[config.mk]
export PLATFORM = sky130hd
export DESIGN_NAME = cmc_mac
export DESIGN_NICKNAME = d
export VERILOG_FILES = /design/src/hdl/cmc_pkg.sv /design/src/hdl/cmc_mac.sv
export SDC_FILE = /design/constraint.sdc
export NUM_CORES = 2
export LEC_CHECK = 0
export BUFFER_PORTS_ARGS = -buffer_cell sky130_fd_sc_hd__buf_2
export CAP_MARGIN = 20
export CORE_MARGIN = 8
export CORE_UTILIZATION = 50
export DETAILED_ROUTE_END_ITERATION = 12
export GPL_TIMING_DRIVEN = 0
export PLACE_DENSITY = 0.75
export SLEW_MARGIN = 20
export SYNTH_ARGS = -nofsm -noshare
export SYNTH_HDL_FRONTEND = slang
export SYNTH_SLANG_ARGS = --single-unit
[constraint.sdc]
create_clock -name clk -period 15.32 [get_ports clk]
set_input_delay 3.064 -clock clk [delete_from_list [all_inputs] [get_ports clk]]
set_output_delay 3.064 -clock clk [all_outputs]
set_load 0.005 [all_outputs]
[src/hdl/cmc_pkg.sv]
// ----------------------------------------------------------------------------
// cmc_pkg
// shared types, codes and constants of the contact manifold cache
// ----------------------------------------------------------------------------
package cmc_pkg;

    localparam int SLOTS      = 4;
    localparam int IDX_W      = 2;
    localparam int VEC_W      = 48;
    localparam int DEP_W      = 16;
    localparam int FRAC_BITS  = 10;
    localparam int MUL_W      = 25;
    localparam int ACC_W      = 96;
    localparam int COORD_BITS = 16;
    localparam logic [31:0] THR_RESET = 32'd1024;

    // command codes carried in tuser
    localparam logic [1:0] CMD_ADD   = 2'd0;
    localparam logic [1:0] CMD_PRUNE = 2'd1;
    localparam logic [1:0] CMD_CLEAR = 2'd2;
    localparam logic [1:0] CMD_NONE  = 2'd3;

    // result status codes
    localparam logic [2:0] ST_ADDED   = 3'd0;
    localparam logic [2:0] ST_DUP     = 3'd1;
    localparam logic [2:0] ST_EVICTED = 3'd2;
    localparam logic [2:0] ST_PRUNED  = 3'd3;
    localparam logic [2:0] ST_CLEARED = 3'd4;

    // product shift codes of the multiply-accumulate unit
    localparam logic [1:0] SH_0  = 2'd0;
    localparam logic [1:0] SH_24 = 2'd1;
    localparam logic [1:0] SH_25 = 2'd2;
    localparam logic [1:0] SH_48 = 2'd3;

    typedef struct packed {
        logic       en;
        logic       clr;
        logic       neg;
        logic [1:0] sh;
    } mac_ctl_t;

    typedef struct packed {
        logic [DEP_W-1:0] dep;
        logic [VEC_W-1:0] n;
        logic [VEC_W-1:0] la;
        logic [VEC_W-1:0] wb;
        logic [VEC_W-1:0] wa;
    } slot_t;

    // the three slots that stay when slot k is left out, j-th of them
    function automatic logic [IDX_W-1:0] tri_idx(input logic [IDX_W-1:0] k,
                                                 input logic [IDX_W-1:0] j);
        tri_idx = (j < k) ? j : IDX_W'(j + 2'd1);
    endfunction

endpackage

[src/hdl/cmc_mac.sv]
// ----------------------------------------------------------------------------
// cmc_mac
// shared signed multiply-accumulate unit with shifted and negated products
// ----------------------------------------------------------------------------
module cmc_mac
(
    input  logic                                 clk,
    input  cmc_pkg::mac_ctl_t                    ctl,
    input  logic signed [cmc_pkg::MUL_W-1:0]     op_a,
    input  logic signed [cmc_pkg::MUL_W-1:0]     op_b,
    output logic signed [cmc_pkg::ACC_W-1:0]     acc
);

    localparam int PW = 2 * cmc_pkg::MUL_W;

    logic signed [PW-1:0]             prod;
    logic signed [cmc_pkg::ACC_W-1:0] ext;
    logic signed [cmc_pkg::ACC_W-1:0] term;
    logic signed [cmc_pkg::ACC_W-1:0] acc_reg;
    logic signed [cmc_pkg::ACC_W-1:0] acc_next;

    // product, aligned and signed
    always_comb
    begin
        prod = op_a * op_b;
        ext  = {{(cmc_pkg::ACC_W-PW){prod[PW-1]}}, prod};
        case (ctl.sh)
            cmc_pkg::SH_0:  term = ext;
            cmc_pkg::SH_24: term = ext <<< 24;
            cmc_pkg::SH_25: term = ext <<< 25;
            cmc_pkg::SH_48: term = ext <<< 48;
            default:        term = ext;
        endcase
        if (ctl.neg)
        begin
            term = -term;
        end
        acc_next = ctl.clr ? term : acc_reg + term;
    end

    // accumulator
    always_ff @(posedge clk)
    begin
        if (ctl.en)
        begin
            acc_reg <= acc_next;
        end
    end

    assign acc = acc_reg;

endmodule

== Yosys cells after proc, flatten, opt, wreduce, memory -nomap -nowiden ==
Cells that the tools add are included.

* Output and inout bits: 96
* Logic and storage cells: 11
* Register bits: 96
* Input bits: 56

* $mul: 1
* Equal/unequal tests: 3
* Add/subtract/negate cells: 2
* Multiplexer cells: 3
* Reduce and logical (&&, ||, !) cells: 1

{| class="wikitable"
|+ Operator list
! operator !! count
|-
| 96-bit case mux with 4 select lines || 1
|-
| 96-bit two-way mux || 2
|-
| 96-bit adder || 1
|-
| 96-bit negation || 1
|-
| 25-bit by 25-bit multiplier with 50-bit output || 1
|-
| 2-bit equality test, second input constant || 2
|-
| 2-bit by 1-bit equality test with 1-bit output, second input constant || 1
|-
| 2-bit zero test || 1
|}

== Longest topological paths before layout ==
* Depth after elaboration: 6
* Depth in mapped cells: 51
* Gate-level depth less buffers: 46

== Least setup slack after synthesis ==
No wires, ideal clock.

* Path type: input to register
* From: input port op_b[4] (netlist name)
* To: register acc_reg (netlist bit acc[94]), data pin
* Setup slack: 0.504 ns
* Stages: 50
* Arrival: 14.556 ns
* Path through: clkbuf_1 > clkbuf_1 > nand2_1 > fa_1 > inv_1 > fa_1 > inv_1 > fa_1 > inv_1 > fa_1 > inv_1 > fa_1 > inv_1 > fa_1 > inv_1 > fa_1 > inv_1 > ha_1 > [... 14 more ...] > a31oi_1 > xor2_1 > ha_1 > a21oi_1 > o21ai_0 > a21o_1 > a21o_1 > a21o_1 > a221o_1 > a2111oi_0 > nor3_1 > nor2_1 > o21ai_0 > a41o_1 > a31oi_1 > o21ai_0 > xor2_1 > mux2_2

* Word-level cells in the longest chain between the ends: 6

{| class="wikitable"
|+ Ends and longest elaborated chain
! item !! RTL line !! source
|-
| start: declaration || cmc_mac.sv:10 || <nowiki>input logic signed [cmc_pkg::MUL_W-1:0] op_b,</nowiki>
|-
| 25-bit by 25-bit multiplier with 50-bit output * || cmc_mac.sv:25 || <nowiki>prod = op_a * op_b;</nowiki>
|-
| 96-bit case mux with 4 select lines * || cmc_mac.sv:27 || <nowiki>case (ctl.sh)</nowiki>
|-
| 96-bit negation || cmc_mac.sv:36 || <nowiki>term = -term;</nowiki>
|-
| 96-bit two-way mux * || cmc_mac.sv:34 || <nowiki>if (ctl.neg)</nowiki>
|-
| 96-bit adder || cmc_mac.sv:38 || <nowiki>acc_next = ctl.clr ? term : acc_reg + term;</nowiki>
|-
| 96-bit two-way mux * || cmc_mac.sv:38 ||
|-
| named net acc_next (one bit) || cmc_mac.sv:20 || <nowiki>logic signed [cmc_pkg::ACC_W-1:0] acc_next;</nowiki>
|-
| end signal: assignment || cmc_mac.sv:46 || <nowiki>acc_reg <= acc_next;</nowiki>
|-
| end: declaration || cmc_mac.sv:19 || <nowiki>logic signed [cmc_pkg::ACC_W-1:0] acc_reg;</nowiki>
|}

The timed path passes the listed nets; every way through them passes the cells marked *.
A chain may end at the register's enable or synchronous reset.

== Worst setup path in the final report ==
* From: input port op_b[16] (netlist name)
* To: register acc_reg (netlist bit acc[94]), data pin

Same word-level chain as after synthesis.

==> results.ini <==
[run_status]
outcome=completed

[placed_design]
place_inst=5553
place_area_mm2=0.03928
dpl.hpwl_um=106200
dp_worst_setup_slack_ns=-2.476
port_buffers=141
finalWeightedCongestion=1.013

[setup_path]
worstSetupStartpointType=input port
worstReg2RegEnd=acc[93]$_DFFE_PP_
cp_top_family=adder cells
cp-end-kind=register
worst-path-max-fanout=10
cpMostUsedCell=fa_1
slowest_delay_ns=0.61
crit_arrival_ns=15.26
crit_buf_inv=8
regToRegSetupSlack_ns=10.05
path_class=input port to register
cp_data_required_time_ns=15.46
r2r_cells=17
crit_slowest_cell=fa_1
r2r-start=acc[12]$_DFFE_PP_

[sta]
finalSetupViolations=0
relSlewSlack_pct=17.20
fin_ws_ns=0.2013
worst_clock_skew_ns=0.01858
final_hold_viol_count=0
tightestPinTransition_ns=1.225
fin_crit_sh_pct=98.69
fmax_ghz=0.06614
rsz0062_at_grt=yes
period_needed_ns=15.12
slew_viol_final=0

[synthesis]
syn_area_mm2=0.03731
synth.ff_latch_count=96
synth_edf_count=96
synth_top_cell_area_share_pct=35.36
synth_top_area_cell=fa_1
yosysSeqAreaShare_pct=7.727
syn_nets=5392
async_flop_share_pct=0
syn_inst=4440
syn-mean-instance-area_um2=8.402
ys_warn_count=0
synth_ff_type=edfxtp_1
synth_cell_type_count=94
synth.area.top_cells=fa_1 (35%), ha_1 (7.9%), edfxtp_1 (7.7%)

[routing]
postRouteAntennaNets=0
wl_per_cell_um=23.00
drc=0
firstDrtPassIters=6
wl_um=128500
vias_per_cell=6.078
vias=33968
drtIter0Drc=3958

[global_routing]
track_usage_pct=30.80
grt_max_degree=69
grt_pass1_vias=34123
grt_antenna_before_repair=6
gr-total-overflow=0
grt_pass1_wl_um=198600

[die]
die_w_um=289.2
dieArea_mm2=0.08361
ioPinCount=152
rows=100
core_area_mm2=0.07420
die_h_um=289.2
initial_core_util_pct=50.28

[clock_tree]
cts_buffers=9
cts_tree=done
cts_hold_buf=0
cts.clk_slew.worst_paths_ns=0.08
cts_num_sinks=96
cts-root-buf=clkbuf_16
worstSkewPairLatency_ns=0.39
clk_path_buf_depth=2
htree_levels=3

[finish]
area_growth_pct=10.14
largest_register_ffs=96
fin_cells=5589
drive_gt1_share_pct=11.14
fin_nets=5561
fill_cells=6851
layout_commonest_cell=inv_1
layout_common_cells=inv_1 (673), fa_1 (654), nand2_1 (541)
final_util_pct=55.38
fin_area_mm2=0.04109

[min_path]
worstHoldStart=acc[0]$_DFFE_PP_
hp-class=register to register
min_to=acc[0]$_DFFE_PP_
min_path_cells=3

[flow_run]
maxCapViolations=0

layer usage:
layer	GRT usage [%]	routed length [µm]
met3	6.782	14050
met2	48.27	57500
met4	12.12	6116
met1	41.47	50800
met5	0	69
tightest hold or removal path: stages (launching register included):
cell and delay, ns:
edfxtp_1 0.40, ha_1 0.15, nand2_1 0.04, o21ai_0 0.06
kinds of logic after synthesis:
| family | count (synthesis) | share of synthesized area, % |
|---|---|---|
| XOR/XNOR | 203 | 4.766 |
| flip-flops | 96 | 7.727 |
| AND/OR/NAND/NOR | 1422 | 18.69 |
| adder cells (fa/ha/maj) | 896 | 43.31 |
| AO/OA/AOI/OAI | 865 | 14.83 |
| multiplexers | 49 | 1.492 |
| buffers and inverters | 909 | 9.176 |
cell usage after synthesis, drive strengths merged, types with 11 or more instances:
| master | number |
|---|---|
| nand2 | 542 |
| and2 | 317 |
| xor2 | 74 |
| a21o | 99 |
| nor3 | 42 |
| o21a | 30 |
| xnor2 | 129 |
| mux2i | 14 |
| nor4 | 20 |
| o211ai | 15 |
| a221oi | 11 |
| a31o | 15 |
| or2 | 15 |
| fa | 659 |
| a21oi | 239 |
| o21ai | 208 |
| nor2b | 18 |
| o21bai | 16 |
| and3 | 28 |
| nand3 | 58 |
| ha | 237 |
| nor2 | 244 |
| o31ai | 34 |
| clkbuf | 207 |
| nand2b | 42 |
| nand4 | 33 |
| inv | 678 |
| edfxtp | 96 |
| mux2 | 33 |
| buf | 23 |
| a31oi | 44 |
| a211oi | 32 |
| or3 | 20 |
timing repair:
item                                    in CTS  in global routing
buffers inserted                            11                 27
cloned                                       0                  1
gates resized for setup                    237                218
endpoints found under the hold margin        0                  0
pin swaps                                   14                 40
endpoints found under the setup margin      38                 23
layout make-up:
class | instances | area (µm²) | area share [%]
Tap cell | 969 | 1212 | 2.951
Antenna cell | 6 | 15.01 | 0.03654
Multi-Input combinational cell | 3435 | 31740 | 77.24
Buffer | 205 | 1260 | 3.066
Inverter | 679 | 2565 | 6.242
Sequential cell | 96 | 2883 | 7.016
Timing Repair Buffer | 183 | 1096 | 2.667
Clock buffer | 10 | 229.0 | 0.5572
Clock inverter | 6 | 91.34 | 0.2223
per-stage QoR:
| step | hold slack (ns) | setup TNS [ns] |
|---|---|---|
| finish | 0.7572 | 0 |
| global route | 0.8347 | -0.2118 |
| CTS | 0.7635 | 0 |
| detailed placement | 0.7410 | -53.06 |
| global placement | 0.7403 | -54.04 |
| floorplan | 0.6746 | 0 |
worst max path at each step:
stage | start | end | slack (ns) | cells past startpoint
2_1_floorplan | op_b[4] | acc[94]$_DFFE_PP_ | 0.50 | 50
3_3_place_gp | op_b[4] | acc[94]$_DFFE_PP_ | -2.52 | 47
3_5_place_dp | op_b[4] | acc[94]$_DFFE_PP_ | -2.48 | 47
4_1_cts | op_b[3] | acc[87]$_DFFE_PP_ | 0.002 | 48
5_1_grt | op_b[1] | acc[94]$_DFFE_PP_ | -0.08 | 46
6_report | op_b[16] | acc[94]$_DFFE_PP_ | 0.20 | 46
Power is left out: the tool's default activity adds up to more than one toggle a clock period on the data nets, which glitch-free logic cannot reach.
